$ cat src/rtl/core/bpa_pkg.sv
// shared constants, types and helper functions for the buddy page allocator
// no dependencies
package bpa_pkg;

  localparam int TOP_ORDER = 16;
  localparam int NUM_PAGES = 65536;
  localparam int PAGE_W    = $clog2(NUM_PAGES);
  localparam int LINK_W    = PAGE_W + 1;
  localparam int ORD_W     = 5;
  localparam int CNT_W     = 17;
  localparam int FREE_W    = 17;
  localparam int NLIST     = TOP_ORDER + 1;
  localparam int LIST_W    = $clog2(NLIST);
  localparam int INFO_W    = ORD_W + 1;

  localparam logic [LINK_W-1:0] LINK_NONE = LINK_W'(NUM_PAGES);

  localparam logic [1:0] OP_ADD     = 2'd0;
  localparam logic [1:0] OP_ALLOC   = 2'd1;
  localparam logic [1:0] OP_FREE    = 2'd2;
  localparam logic [1:0] OP_UNKNOWN = 2'd3;

  localparam logic [1:0] ST_OK    = 2'd0;
  localparam logic [1:0] ST_NOBLK = 2'd1;
  localparam logic [1:0] ST_BAD   = 2'd2;

  typedef enum logic [4:0] {
    S_CLEAR, S_IDLE, S_DISP, S_ADD_SET, S_ADD_STEP, S_A_SET, S_U_RD, S_U_DO,
    S_A_SPLIT, S_F_SET, S_F_RD, S_F_CHK, S_F_LOOP, S_F_BRD, S_F_BCHK,
    S_I_RD, S_I_CHK, S_I_WR, S_I_LNK, S_FIN_OK, S_FIN_NOBLK, S_FIN_BAD
  } state_t;

  typedef enum logic [3:0] {
    CMD_NOP, CMD_CLR, CMD_LOAD, CMD_ADD_SETUP, CMD_ADD_STEP, CMD_RD, CMD_UNL,
    CMD_INS_WR, CMD_INS_LNK, CMD_ALLOC_SETUP, CMD_SPLIT, CMD_FREE_SETUP,
    CMD_BUD, CMD_MERGE, CMD_FREE_FIN, CMD_FIN
  } cmd_code_t;

  typedef struct packed {
    cmd_code_t  code;
    logic [1:0] res;
  } cmd_t;

  typedef struct packed {
    logic       clr_done;
    logic       load_err;
    logic [1:0] op;
    logic       too_big;
    logic       avail;
    logic       rd_head;
    logic       bud_match;
    logic       below_top;
    logic       add_last;
    logic       split_more;
  } stat_t;

  // smallest order whose block holds cnt pages, TOP_ORDER+1 if none
  function automatic logic [ORD_W-1:0] order_for(input logic [CNT_W-1:0] cnt);
    logic [ORD_W-1:0] o;
    o = ORD_W'(TOP_ORDER + 1);
    for (int i = TOP_ORDER; i >= 0; i--) begin
      if ((CNT_W+1)'(1) << i >= (CNT_W+1)'(cnt)) o = ORD_W'(i);
    end
    return o;
  endfunction

  // largest aligned block at addr that fits in rem pages
  function automatic logic [ORD_W-1:0] add_order(input logic [LINK_W-1:0] addr,
                                                 input logic [CNT_W-1:0] rem);
    logic [ORD_W-1:0] fl;
    logic [ORD_W-1:0] tz;
    fl = '0;
    tz = ORD_W'(TOP_ORDER);
    for (int i = 0; i <= TOP_ORDER; i++) begin
      if (rem[i]) fl = ORD_W'(i);
    end
    for (int i = TOP_ORDER - 1; i >= 0; i--) begin
      if (addr[i]) tz = ORD_W'(i);
    end
    return (fl < tz) ? fl : tz;
  endfunction

endpackage

$ cat src/rtl/core/bpa_ctrl.sv
// sequencing state machine of the buddy page allocator
// depends on bpa_pkg
module bpa_ctrl (
  input  logic           clk,
  input  logic           rst,
  input  logic           start,
  input  bpa_pkg::stat_t st,
  output logic           busy,
  output bpa_pkg::cmd_t  cmd
);

  bpa_pkg::state_t state, state_next;

  always_ff @(posedge clk) begin
    if (rst) state <= bpa_pkg::S_CLEAR;
    else state <= state_next;
  end

  // next state
  always_comb begin
    state_next = state;
    unique case (state)
      bpa_pkg::S_CLEAR:    if (st.clr_done) state_next = bpa_pkg::S_IDLE;
      bpa_pkg::S_IDLE:     if (start) state_next = bpa_pkg::S_DISP;
      bpa_pkg::S_DISP: begin
        if (st.load_err) state_next = bpa_pkg::S_FIN_BAD;
        else if (st.op == bpa_pkg::OP_ADD) state_next = bpa_pkg::S_ADD_SET;
        else if (st.op == bpa_pkg::OP_ALLOC)
          state_next = (st.too_big || !st.avail) ? bpa_pkg::S_FIN_NOBLK : bpa_pkg::S_A_SET;
        else state_next = bpa_pkg::S_F_SET;
      end
      bpa_pkg::S_ADD_SET:  state_next = bpa_pkg::S_I_RD;
      bpa_pkg::S_ADD_STEP: state_next = st.add_last ? bpa_pkg::S_FIN_OK : bpa_pkg::S_ADD_SET;
      bpa_pkg::S_A_SET:    state_next = bpa_pkg::S_U_RD;
      bpa_pkg::S_U_RD:     state_next = bpa_pkg::S_U_DO;
      bpa_pkg::S_U_DO:     state_next = bpa_pkg::S_A_SPLIT;
      bpa_pkg::S_A_SPLIT:  state_next = st.split_more ? bpa_pkg::S_I_RD : bpa_pkg::S_FIN_OK;
      bpa_pkg::S_F_SET:    state_next = bpa_pkg::S_F_RD;
      bpa_pkg::S_F_RD:     state_next = bpa_pkg::S_F_CHK;
      bpa_pkg::S_F_CHK:    state_next = st.rd_head ? bpa_pkg::S_FIN_BAD : bpa_pkg::S_F_LOOP;
      bpa_pkg::S_F_LOOP:   state_next = st.below_top ? bpa_pkg::S_F_BRD : bpa_pkg::S_I_RD;
      bpa_pkg::S_F_BRD:    state_next = bpa_pkg::S_F_BCHK;
      bpa_pkg::S_F_BCHK:   state_next = st.bud_match ? bpa_pkg::S_F_LOOP : bpa_pkg::S_I_RD;
      bpa_pkg::S_I_RD:     state_next = bpa_pkg::S_I_CHK;
      bpa_pkg::S_I_CHK:    state_next = bpa_pkg::S_I_WR;
      bpa_pkg::S_I_WR:     state_next = bpa_pkg::S_I_LNK;
      bpa_pkg::S_I_LNK: begin
        if (st.op == bpa_pkg::OP_ADD) state_next = bpa_pkg::S_ADD_STEP;
        else if (st.op == bpa_pkg::OP_ALLOC) state_next = bpa_pkg::S_A_SPLIT;
        else state_next = bpa_pkg::S_FIN_OK;
      end
      bpa_pkg::S_FIN_OK, bpa_pkg::S_FIN_NOBLK, bpa_pkg::S_FIN_BAD:
        state_next = bpa_pkg::S_IDLE;
      default: state_next = bpa_pkg::S_CLEAR;
    endcase
  end

  // commands
  always_comb begin
    cmd.code = bpa_pkg::CMD_NOP;
    cmd.res  = bpa_pkg::ST_OK;
    unique case (state)
      bpa_pkg::S_CLEAR:    cmd.code = bpa_pkg::CMD_CLR;
      bpa_pkg::S_IDLE:     if (start) cmd.code = bpa_pkg::CMD_LOAD;
      bpa_pkg::S_DISP:     cmd.code = bpa_pkg::CMD_NOP;
      bpa_pkg::S_ADD_SET:  cmd.code = bpa_pkg::CMD_ADD_SETUP;
      bpa_pkg::S_ADD_STEP: cmd.code = bpa_pkg::CMD_ADD_STEP;
      bpa_pkg::S_A_SET:    cmd.code = bpa_pkg::CMD_ALLOC_SETUP;
      bpa_pkg::S_U_RD, bpa_pkg::S_F_RD, bpa_pkg::S_F_BRD, bpa_pkg::S_I_RD:
        cmd.code = bpa_pkg::CMD_RD;
      bpa_pkg::S_U_DO, bpa_pkg::S_I_CHK: cmd.code = bpa_pkg::CMD_UNL;
      bpa_pkg::S_A_SPLIT:  if (st.split_more) cmd.code = bpa_pkg::CMD_SPLIT;
      bpa_pkg::S_F_SET:    cmd.code = bpa_pkg::CMD_FREE_SETUP;
      bpa_pkg::S_F_CHK:    cmd.code = bpa_pkg::CMD_NOP;
      bpa_pkg::S_F_LOOP:
        cmd.code = st.below_top ? bpa_pkg::CMD_BUD : bpa_pkg::CMD_FREE_FIN;
      bpa_pkg::S_F_BCHK:
        cmd.code = st.bud_match ? bpa_pkg::CMD_MERGE : bpa_pkg::CMD_FREE_FIN;
      bpa_pkg::S_I_WR:     cmd.code = bpa_pkg::CMD_INS_WR;
      bpa_pkg::S_I_LNK:    cmd.code = bpa_pkg::CMD_INS_LNK;
      bpa_pkg::S_FIN_OK:   cmd.code = bpa_pkg::CMD_FIN;
      bpa_pkg::S_FIN_NOBLK: begin
        cmd.code = bpa_pkg::CMD_FIN;
        cmd.res  = bpa_pkg::ST_NOBLK;
      end
      bpa_pkg::S_FIN_BAD: begin
        cmd.code = bpa_pkg::CMD_FIN;
        cmd.res  = bpa_pkg::ST_BAD;
      end
      default: cmd.code = bpa_pkg::CMD_NOP;
    endcase
  end

  assign busy = (state != bpa_pkg::S_IDLE);

endmodule

$ cat config.mk
export PLATFORM = sky130hd
export DESIGN_NAME = bpa_ctrl
export DESIGN_NICKNAME = d
export VERILOG_FILES = /design/src/rtl/core/bpa_pkg.sv /design/src/rtl/core/bpa_ctrl.sv
export SDC_FILE = /design/constraint.sdc
export NUM_CORES = 1
export LEC_CHECK = 0
export ABC_AREA = 1
export BUFFER_PORTS_ARGS = -buffer_cell sky130_fd_sc_hd__buf_2
export CORE_MARGIN = 1
export CORE_UTILIZATION = 55
export CTS_BUF_LIST = sky130_fd_sc_hd__clkbuf_8
export DETAILED_ROUTE_END_ITERATION = 10
export PLACE_DENSITY = 0.88
export SETUP_SLACK_MARGIN = 0.4
export SYNTH_ARGS = -nofsm -noshare
export SYNTH_HDL_FRONTEND = slang
export SYNTH_SLANG_ARGS = --single-unit
$ cat constraint.sdc
create_clock -name clk -period 2.4 [get_ports clk]
set_input_delay 0.12 -clock clk [delete_from_list [all_inputs] [get_ports clk]]
set_output_delay 0.12 -clock clk [all_outputs]
set_load 0.005 [all_outputs]
======== Word level (Yosys, flattened, before mapping) ========
Index checks and enable logic that the tools add are counted.
storage, ports and cells
  input port bits ......................... 14
  register bits after elaboration ......... 5
operators by class
  multiplexer cells ....................... 20
  equal/unequal tests ..................... 25
  reduce and logical (&&, ||, !) cells .... 8
operator list
  operator                                                count
  case mux 5 bit (20 select lines)                        1
  case mux 4 bit (14 select lines)                        1
  two-way mux 5 bit                                       11
  == test 5 x 4 -> 1 bit (second input constant)          8
  == test 5 bit (second input constant)                   6
  == test 5 x 3 -> 1 bit (second input constant)          4
  == test 5 x 2 -> 1 bit (second input constant)          2
  two-way mux 2 bit                                       5
  == test 5 x 1 -> 1 bit (second input constant)          1
  logical NOT 5 bit                                       1
  inequality test 5 x 1 -> 1 bit (second input constant)  1
  two-way mux 4 bit                                       1
  inequality test 2 bit (second input constant)           2
  case mux 2 bit (2 select lines)                         1
  OR reduction 4 bit                                      1
  OR reduction 3 bit                                      1
  == test 2 x 1 -> 1 bit (second input constant)          1
  logical NOT 2 bit                                       1
  AND reduction 2 bit                                     1
  OR reduction 2 bit                                      1
  logical NOT 1 bit                                       1
  logical OR 1 bit                                        1

======== Depth between registers and ports, before layout ========
Gate-level depths: netlist (run 1).
  word-level depth ........................ 7
  depth in mapped cells ................... 10

======== Worst setup path after synthesis (run 1) ========
OpenSTA, ideal clock, no wires.
  path type ............................... register to register
  start ................................... register state[1]
  end ..................................... register state[0]
  clock period less this slack ............ 1.259 ns
  cell stages (with the launch flop) ...... 10
  required time ........................... 2.284 ns
  arrival time ............................ 1.143 ns
  path slack .............................. 1.141 ns
  library setup time ...................... 0.116 ns
  buffers on the path ..................... 0
  cell sequence ........................... dfxtp_1 -> inv_2 -> nand2_2 -> nor2_4 -> nand2_4 -> or2_4 -> o21ai_2 -> inv_2 -> nand2_1 -> a21oi_1
on the way
  word-level cells in the longest chain between the ends .. 3
ends and longest elaborated chain
  what                                                                            line            RTL
  from (decl)                                                                     bpa_ctrl.sv:12  bpa_pkg::state_t state, state_next;
  from (signal assigned)                                                          bpa_ctrl.sv:15  if (rst) state <= bpa_pkg::S_CLEAR;
  from (signal assigned)                                                          bpa_ctrl.sv:16  else state <= state_next;
  == test 5 bit, or another cell as far along                                     bpa_ctrl.sv:22  unique case (state)
  OR reduction 3 bit (no line) / inequality test 2 bit (equally long branches)    --
  case mux 5 bit (20 select lines) / AND reduction 2 bit (equally long branches)  --
Parallel ways exist; a longest one is shown, timed or not.
A chain may end at the register's enable or synchronous reset.

==> reports/metrics.json, run 1 <==
{
  "status": {
    "result_of_the_run": "finished clean"
  },
  "global_routing": {
    "grt_start_max_net_pins": 12,
    "overflow": 0,
    "grt_pass1_wl_um": 3660,
    "vias_in_the_first_global_route": 826,
    "antenna_found_initial": 0,
    "groute.usage.overall_pct": 34.2
  },
  "synthesis": {
    "seq_area_frac_synth_pct": 12.4,
    "synth_top_area_cell": "sky130_fd_sc_hd__dfxtp_1",
    "netlist_top_cells_area": "sky130_fd_sc_hd__dfxtp_1, sky130_fd_sc_hd__nand2_1, sky130_fd_sc_hd__nand3_1",
    "syn_avg_cell_area_um2": 5.95,
    "synthCells": 136,
    "synth_area_um2": 810,
    "synthesis.yosys.warnings": 0,
    "synth_seq_cells": 5,
    "synthDominantCellAreaShare_pct": 12.4,
    "syn-num-nets": 150,
    "ys_types": 28
  },
  "final_layout": {
    "proportion_of_layout_cells_with_a_drive_suffix_above_1_pct": 32.1,
    "largest_register_ff_count": 5,
    "layout_common_cells": "sky130_fd_sc_hd__nand2_1, sky130_fd_sc_hd__buf_2, sky130_fd_sc_hd__inv_1",
    "top_regs": "state (5)",
    "fin_nets": 171,
    "final_design_area_no_fill_um2": 938,
    "final_common_cell": "sky130_fd_sc_hd__nand2_1",
    "syn_to_layout_area_delta_pct": 15.9,
    "n_fill_cell": 119,
    "max_flop_register": "state",
    "antenna_cells_inserted": 0
  },
  "power_and_ir_drop": {
    "total_power_uw": 986,
    "switching_power_uw": 534,
    "pd_cells_nw_per_um2": 1050,
    "power_switching_share_pct": 54.2,
    "power.leakage_nw": 0.494,
    "ir_drop_uv": 616,
    "power.share.clock_pct": 15.8,
    "power.combinational.fraction_pct": 64.4,
    "internal_power_component_uw": 452,
    "seqPwrFrac_pct": 19.9
  },
  "sta": {
    "drv_slew": 0,
    "final_cycle_utilization_of_the_critical_path_pct": 78.0,
    "max_clock_freq_ghz": 0.534,
    "final-setup-viol-count": 0,
    "worstMarginPinSlew_ns": 0.446,
    "worst_slew_margin_rel_pct": 70.2,
    "min_period_ns": 1.87,
    "final.setup_skew_ns": 0.00272,
    "postLayoutSetupSlackWorst_ns": 0.527,
    "report.final.hold_viol_count": 0,
    "rsz_0062_raised_after_global_routing": "no",
    "totalNegativeSetupSlack_ns": 0
  },
  "hold_path": {
    "worst_hold_path.endpoint": "state[0]",
    "hold_path.startpoint": "rst",
    "min_delay_path_depth": 2,
    "hp-class": "input port to flip-flop"
  },
  "worst_setup_path": {
    "launch_point_of_the_worst_reg_to_reg_path": "state[0]",
    "cp-start-kind": "flip-flop",
    "critPathArrivalTime_ns": 1.75,
    "crit_fanout": 9,
    "endpoint_kind": "primary output",
    "worst_r2r_endpoint": "state[0]",
    "path_class": "flip-flop to primary output",
    "worst_ep_required_time_ns": 2.28,
    "worst_r2r_path_depth": 8,
    "r2r_setup_slack_ns": 0.82
  },
  "clock_network": {
    "clock_path_buffers": 2,
    "cts_hold_repair.buffers": 0,
    "clock_latency_ns": 0.22,
    "ctsRootBufferMaster": "sky130_fd_sc_hd__clkbuf_8",
    "path_clk_slew_ns": 0.04,
    "post_cts_buffers": 0,
    "htree_levels": 1,
    "cts_num_sinks": 5,
    "tritoncts": "done",
    "tritoncts.num_buffers": 3,
    "post_cts_resize_count": 0
  },
  "floorplan": {
    "rows": 13,
    "coreArea_um2": 1330,
    "floorplan.die_area_um2": 1630,
    "dieHeight_um": 40.4,
    "initial_cell_density_of_the_core_pct": 60.7,
    "die_width_um": 40.4,
    "io-pin-count": 21
  },
  "detailed_routing": {
    "remaining_drc_errors": 0,
    "drtPass1Iterations": 5,
    "drt-wirelength-per-cell_um": 14.0,
    "detail-route-antenna-nets": 0,
    "drt_iter0_markers": 36,
    "num_vias": 1021,
    "mean_number_of_vias_per_cell": 5.97,
    "detail_route.wirelength_um": 2390
  },
  "placement": {
    "pre_cts_ws_ns": 0.687,
    "buffer_ports.inserted": 20,
    "post-dp-hpwl_um": 1890,
    "place.gp.congestion": 0.955,
    "placedInstanceArea_um2": 887
  },
  "run": {
    "timing.max_cap.violations": 0
  }
}
-- synthesized netlist by cell type --
cell and count:
sky130_fd_sc_hd__buf_6 3, sky130_fd_sc_hd__a31oi_1 2, sky130_fd_sc_hd__nor2_4 4, sky130_fd_sc_hd__buf_4 1
sky130_fd_sc_hd__nand4_2 1, sky130_fd_sc_hd__nor3_1 5, sky130_fd_sc_hd__o21bai_1 1, sky130_fd_sc_hd__nor2_2 6
sky130_fd_sc_hd__nand3b_1 1, sky130_fd_sc_hd__nand2_2 3, sky130_fd_sc_hd__o21ai_0 5, sky130_fd_sc_hd__o2111ai_1 1
sky130_fd_sc_hd__nand4_1 8, sky130_fd_sc_hd__o21ai_2 1, sky130_fd_sc_hd__inv_1 15, sky130_fd_sc_hd__nor2_1 12
sky130_fd_sc_hd__or2_4 1, sky130_fd_sc_hd__nor4_1 1, sky130_fd_sc_hd__o32ai_1 1, sky130_fd_sc_hd__nand2_4 1
sky130_fd_sc_hd__nand2_1 26, sky130_fd_sc_hd__nand3_1 15, sky130_fd_sc_hd__and2_1 1, sky130_fd_sc_hd__dfxtp_1 5
sky130_fd_sc_hd__a21oi_1 4, sky130_fd_sc_hd__inv_2 5, sky130_fd_sc_hd__nand3_2 4, sky130_fd_sc_hd__o21ai_1 3
-- power groups by stage --
stage / Clock [mW] / Combinational, mW / Sequential (mW)
global placement: 0 / 0.623 / 0.187
detailed placement: 0 / 0.615 / 0.190
finish: 0.155 / 0.635 / 0.196
global route: 0.168 / 0.704 / 0.199
floorplan: 0 / 0.532 / 0.140
CTS: 0.161 / 0.619 / 0.189
-- cell families after synthesis --
group	count (synthesis)	synth area share [%]
simple gates	89	60.1
compound gates	18	13.1
flops	5	12.4
buf+inv	24	14.4
-- routing by layer --
metal  wire length [µm]  GRT usage (%)  vias to the layer above  part of all wire [%]
li1                   -              -                      500                     -
met1                959           43.0                      435                    40
met2               1060           51.6                       73                    45
met3                261           13.3                       13                    11
met4                104           13.3                        0                   4.4
met5                  0              0                        -                     0
-- metrics by stage --
stage | std cells | util [%] | hold slack (ns)
2_1_floorplan | 136 | - | 0.189
3_3_place_gp | 167 | 66.5 | 0.352
3_5_place_dp | 167 | 66.5 | 0.350
4_1_cts | 171 | 69.9 | 0.114
5_1_grt | 171 | 70.4 | 0.136
6_report | 171 | 70.4 | 0.122
-- area by class of cell --
| class | instances | area, µm² | share of cell area (%) |
|---|---|---|---|
| well taps | 15 | 18.8 | 2.00 |
| clock inverters | 1 | 3.75 | 0.400 |
| clock buffers | 3 | 41.3 | 4.40 |
| flip-flops and latches | 5 | 101 | 10.8 |
| repair buffers | 20 | 100 | 10.7 |
| inverters | 20 | 75.1 | 8.00 |
| multi-input cells | 107 | 598 | 63.7 |
-- critical path, stage by stage, from the launching register on --
cell                        delay [ns]
sky130_fd_sc_hd__dfxtp_1          0.44
sky130_fd_sc_hd__nor2_2           0.36
sky130_fd_sc_hd__nand3_2          0.18
sky130_fd_sc_hd__o21ai_1          0.15
sky130_fd_sc_hd__inv_1            0.10
sky130_fd_sc_hd__o2111ai_1        0.13
sky130_fd_sc_hd__buf_2            0.17
-- worst max path at each step --
| stage | slack [ns] | startpoint | to |
|---|---|---|---|
| 6_report | 0.53 | state[0] | cmd[5] |
| 5_1_grt | 0.43 | state[0] | cmd[2] |
| 4_1_cts | 0.44 | state[4] | cmd[5] |
| 3_5_place_dp | 0.69 | state[4] | cmd[4] |
| 3_3_place_gp | 0.65 | state[4] | cmd[4] |
| 2_1_floorplan | 1.14 | state[1] | state[0] |
Note: power is estimated with default switching activity, not from simulation.
==> run 2, diff against run 1 <==
Settings changed: ABC_AREA 1 to 0, CORE_ASPECT_RATIO set to 1.25, CORE_UTILIZATION 55 to 49, PLACE_DENSITY 0.88 to 0.82.
Clock period 2.4 ns to 1.61 ns, I/O delays scaled along.
==> run 2 against run 1 <==
Register-to-register slack worse by 0.75 ns; final area is 43% higher; power rose to 2.8 times the previous value; flip-flop and latch count did not move; combinational power increased to 3.5 times the previous value; global-route usage increased by 4.0 points; via count increased by 21%; first-iteration DRC count rose by 81%; synthesized cell count is 12% lower.
==> reports/metrics.json, run 2 <==
{
  "final_layout": {
    "n_fill_cell": 106,
    "largest_register_ff_count": 5,
    "top_regs": "state (5)",
    "layout_common_cells": "sky130_fd_sc_hd__buf_2, sky130_fd_sc_hd__buf_4, sky130_fd_sc_hd__o21ai_0, sky130_fd_sc_hd__buf_6",
    "antenna_cells_inserted": 0,
    "proportion_of_layout_cells_with_a_drive_suffix_above_1_pct": 50.9,
    "syn_to_layout_area_delta_pct": 61.1,
    "final_cell_count_without_fillers": 177,
    "max_flop_register": "state",
    "final_core_util_pct": 84.7,
    "fin_nets": 174,
    "final_common_cell": "sky130_fd_sc_hd__buf_2"
  },
  "power_and_ir_drop": {
    "internal_power_component_mw": 1.49,
    "power.combinational.fraction_pct": 79.8,
    "ir_drop_uv": 1510,
    "power.leakage_nw": 0.549,
    "seqPwrFrac_pct": 11.5,
    "pd_cells_nw_per_um2": 2080,
    "power_switching_share_pct": 46.6,
    "switching_power_mw": 1.29,
    "power.share.clock_pct": 8.6
  },
  "hold_path": {
    "hp-class": "input port to flip-flop",
    "worst_hold_path.endpoint": "state[4]",
    "hold_path.startpoint": "rst",
    "min_delay_path_depth": 2
  },
  "synthesis": {
    "syn-num-nets": 134,
    "synthesis.yosys.warnings": 0,
    "synth_top_area_cell": "sky130_fd_sc_hd__dfxtp_1",
    "async_reset_ff_share_pct": 0,
    "post_synth_and_or_nand_nor_area_fraction_pct": 35.8,
    "synthAdderAreaFrac_pct": 0,
    "syn_avg_cell_area_um2": 6.93,
    "synth_area_um2": 832,
    "synthDominantCellAreaShare_pct": 12.0,
    "synth-compound-area-share_pct": 37.1,
    "ys_types": 46,
    "synth_most_common_cell": "sky130_fd_sc_hd__o21ai_0",
    "synth_seq_cells": 5,
    "synth_edf_count": 0,
    "combinational_family_with_the_most_area_after_synthesis": "compound AO/OA/AOI/OAI gates",
    "netlist_top_cells_count": "sky130_fd_sc_hd__o21ai_0, sky130_fd_sc_hd__a21oi_1, sky130_fd_sc_hd__nor2_1, sky130_fd_sc_hd__buf_2, sky130_fd_sc_hd__nand2_1",
    "synth_mux_area_share_pct": 3.76,
    "netlist_top_cells_area": "sky130_fd_sc_hd__dfxtp_1, sky130_fd_sc_hd__o21ai_0, sky130_fd_sc_hd__a21oi_1",
    "synthCells": 120,
    "yosys_most_used_dff": "sky130_fd_sc_hd__dfxtp_1",
    "synth_xor_xnor_area_share_pct": 2.11,
    "seq_area_frac_synth_pct": 12.0
  },
  "sta": {
    "min_period_ns": 1.58,
    "rsz_0062_raised_after_global_routing": "yes",
    "final-setup-viol-count": 0,
    "final.setup_skew_ns": 0.00250,
    "report.final.hold_viol_count": 0,
    "worstMarginPinSlew_ns": 0.362,
    "worst_slew_margin_rel_pct": 75.7,
    "drv_slew": 0,
    "final_cycle_utilization_of_the_critical_path_pct": 98.1,
    "max_clock_freq_ghz": 0.633
  },
  "clock_network": {
    "path_clk_slew_ns": 0.04,
    "tritoncts": "done",
    "tritoncts.num_buffers": 3,
    "clock_path_buffers": 2,
    "clock_latency_ns": 0.23,
    "ctsRootBufferMaster": "sky130_fd_sc_hd__clkbuf_8",
    "htree_levels": 1,
    "cts_hold_repair.buffers": 0,
    "cts_num_sinks": 5
  },
  "placement": {
    "post-place-cells": 158,
    "place.gp.congestion": 0.868,
    "buffer_ports.inserted": 20,
    "post-dp-hpwl_um": 1810
  },
  "worst_setup_path": {
    "worst_r2r_path_depth": 5,
    "buf_inv_stages_crit_path": 1,
    "launch_point_of_the_worst_reg_to_reg_path": "state[2]",
    "crit_fanout": 8,
    "crit_slowest_cell": "sky130_fd_sc_hd__dfxtp_4",
    "path_depth": 5,
    "worst_r2r_endpoint": "state[1]",
    "path_cells": "and2b_2, or3_1, a21oi_2, a211oi_2, buf_2",
    "worst_ep_required_time_ns": 1.53,
    "r2r_setup_slack_ns": 0.07,
    "cpLargestDelayFamily": "simple AND/OR/NAND/NOR gates",
    "cp_slowest_stage_delay_ns": 0.38,
    "path_class": "flip-flop to primary output",
    "critPathArrivalTime_ns": 1.50,
    "cp-start-kind": "flip-flop",
    "endpoint_kind": "primary output"
  },
  "detailed_routing": {
    "drtPass1Iterations": 4,
    "detail_route.wirelength_um": 3530,
    "num_vias": 1233,
    "remaining_drc_errors": 0,
    "mean_number_of_vias_per_cell": 6.97,
    "detail-route-antenna-nets": 0,
    "drt_iter0_markers": 65,
    "drt-wirelength-per-cell_um": 19.9
  },
  "floorplan": {
    "rows": 16,
    "die_width_um": 38.9,
    "io-pin-count": 21,
    "coreArea_um2": 1580,
    "dieHeight_um": 48.1,
    "floorplan.die_area_um2": 1870,
    "initial_cell_density_of_the_core_pct": 52.6
  },
  "global_routing": {
    "overflow": 0,
    "groute.usage.overall_pct": 38.2,
    "grt_start_max_net_pins": 15,
    "vias_in_the_first_global_route": 1084,
    "grt_pass1_wl_um": 4900,
    "antenna_found_initial": 0
  },
  "status": {
    "result_of_the_run": "finished clean"
  },
  "run": {
    "timing.max_cap.violations": 0
  }
}
run 2: changes by cell type after synthesis, sizes merged, moves of 4 or more:
| cell | delta |
|---|---|
| nor2 | -13 |
| nand2 | -24 |
| nand4 | -8 |
| buf | +5 |
| nand3 | -15 |
| a21oi | +4 |
| inv | -16 |
| and2b | +4 |
| a22oi | +4 |
| nor2b | +5 |
run 2: power by group through the flow:
stage | Sequential (mW) | Combinational [mW] | Clock, mW
2_1_floorplan | 0.211 | 1.08 | 0
3_3_place_gp | 0.321 | 1.32 | 0
3_5_place_dp | 0.329 | 1.33 | 0
4_1_cts | 0.306 | 1.77 | 0.248
5_1_grt | 0.329 | 2.36 | 0.253
6_report | 0.321 | 2.22 | 0.239
run 2: metrics by stage:
step                      hold WS, ns  setup WS, ns  setup TNS (ns)  cell area (µm²)  total power [mW]
after floorplan                 0.144         0.351               0              836              1.29
after global placement          0.310         0.116               0              977              1.64
after detailed placement        0.307         0.133               0              977              1.66
after CTS                      0.0627        0.0579               0             1210              2.33
after global routing           0.0767       -0.0231         -0.0231             1340              2.94
final                          0.0788        0.0304               0             1340              2.78
run 2: cell type report:
class | count | area [µm²] | area share [%]
Clock inverter | 1 | 3.75 | 0.280
Multi-Input combinational cell | 100 | 786 | 58.6
Clock buffer | 3 | 41.3 | 3.08
Tap cell | 18 | 22.5 | 1.68
Timing Repair Buffer | 46 | 349 | 26.1
Inverter | 4 | 18.8 | 1.40
Sequential cell | 5 | 119 | 8.87
run 2: worst max path at each step:
stage                    end  slack (ns)  startpoint
finish                cmd[2]        0.03    state[0]
floorplan           state[4]        0.35    state[0]
global route          cmd[2]       -0.02    state[4]
global placement    state[0]        0.12    state[0]
CTS                   cmd[2]        0.06    state[0]
detailed placement  state[1]        0.13    state[0]
run 2: worst reg2reg max path, stage by stage, from the launching register on:
cell                       delay [ns]
sky130_fd_sc_hd__dfxtp_4         0.36
sky130_fd_sc_hd__buf_6           0.13
sky130_fd_sc_hd__or4_4           0.52
sky130_fd_sc_hd__nor2_4          0.15
sky130_fd_sc_hd__nand3b_1        0.11
sky130_fd_sc_hd__a31oi_1         0.19
run 2: what timing repair did:
action | CTS | global route
gates resized for setup | 31 | 21
pin swaps | 9 | 14
setup endpoints to repair | 12 | 12
gates cloned | 1 | 0
buffers inserted | 11 | 3
endpoints found under the hold margin | 0 | 0
run 2: logic make-up (layout without fill, tap and decap cells):
kind of cell,after synthesis,in the layout
simple gates,49,49
compound gates,46,46
xor+xnor,2,2
buf+inv,15,54
flops,5,5
mux,3,3
run 2: metal layers:
metal  routed length, µm  vias up  GRT usage [%]  share of wire (%)
li1                    -      535              -                  -
met1                1280      583           40.3                 36
met2                1820       93           72.7                 52
met3                 276       22           6.98                7.8
met4                 153        0           16.6                4.3
met5                   0        -              0                  0
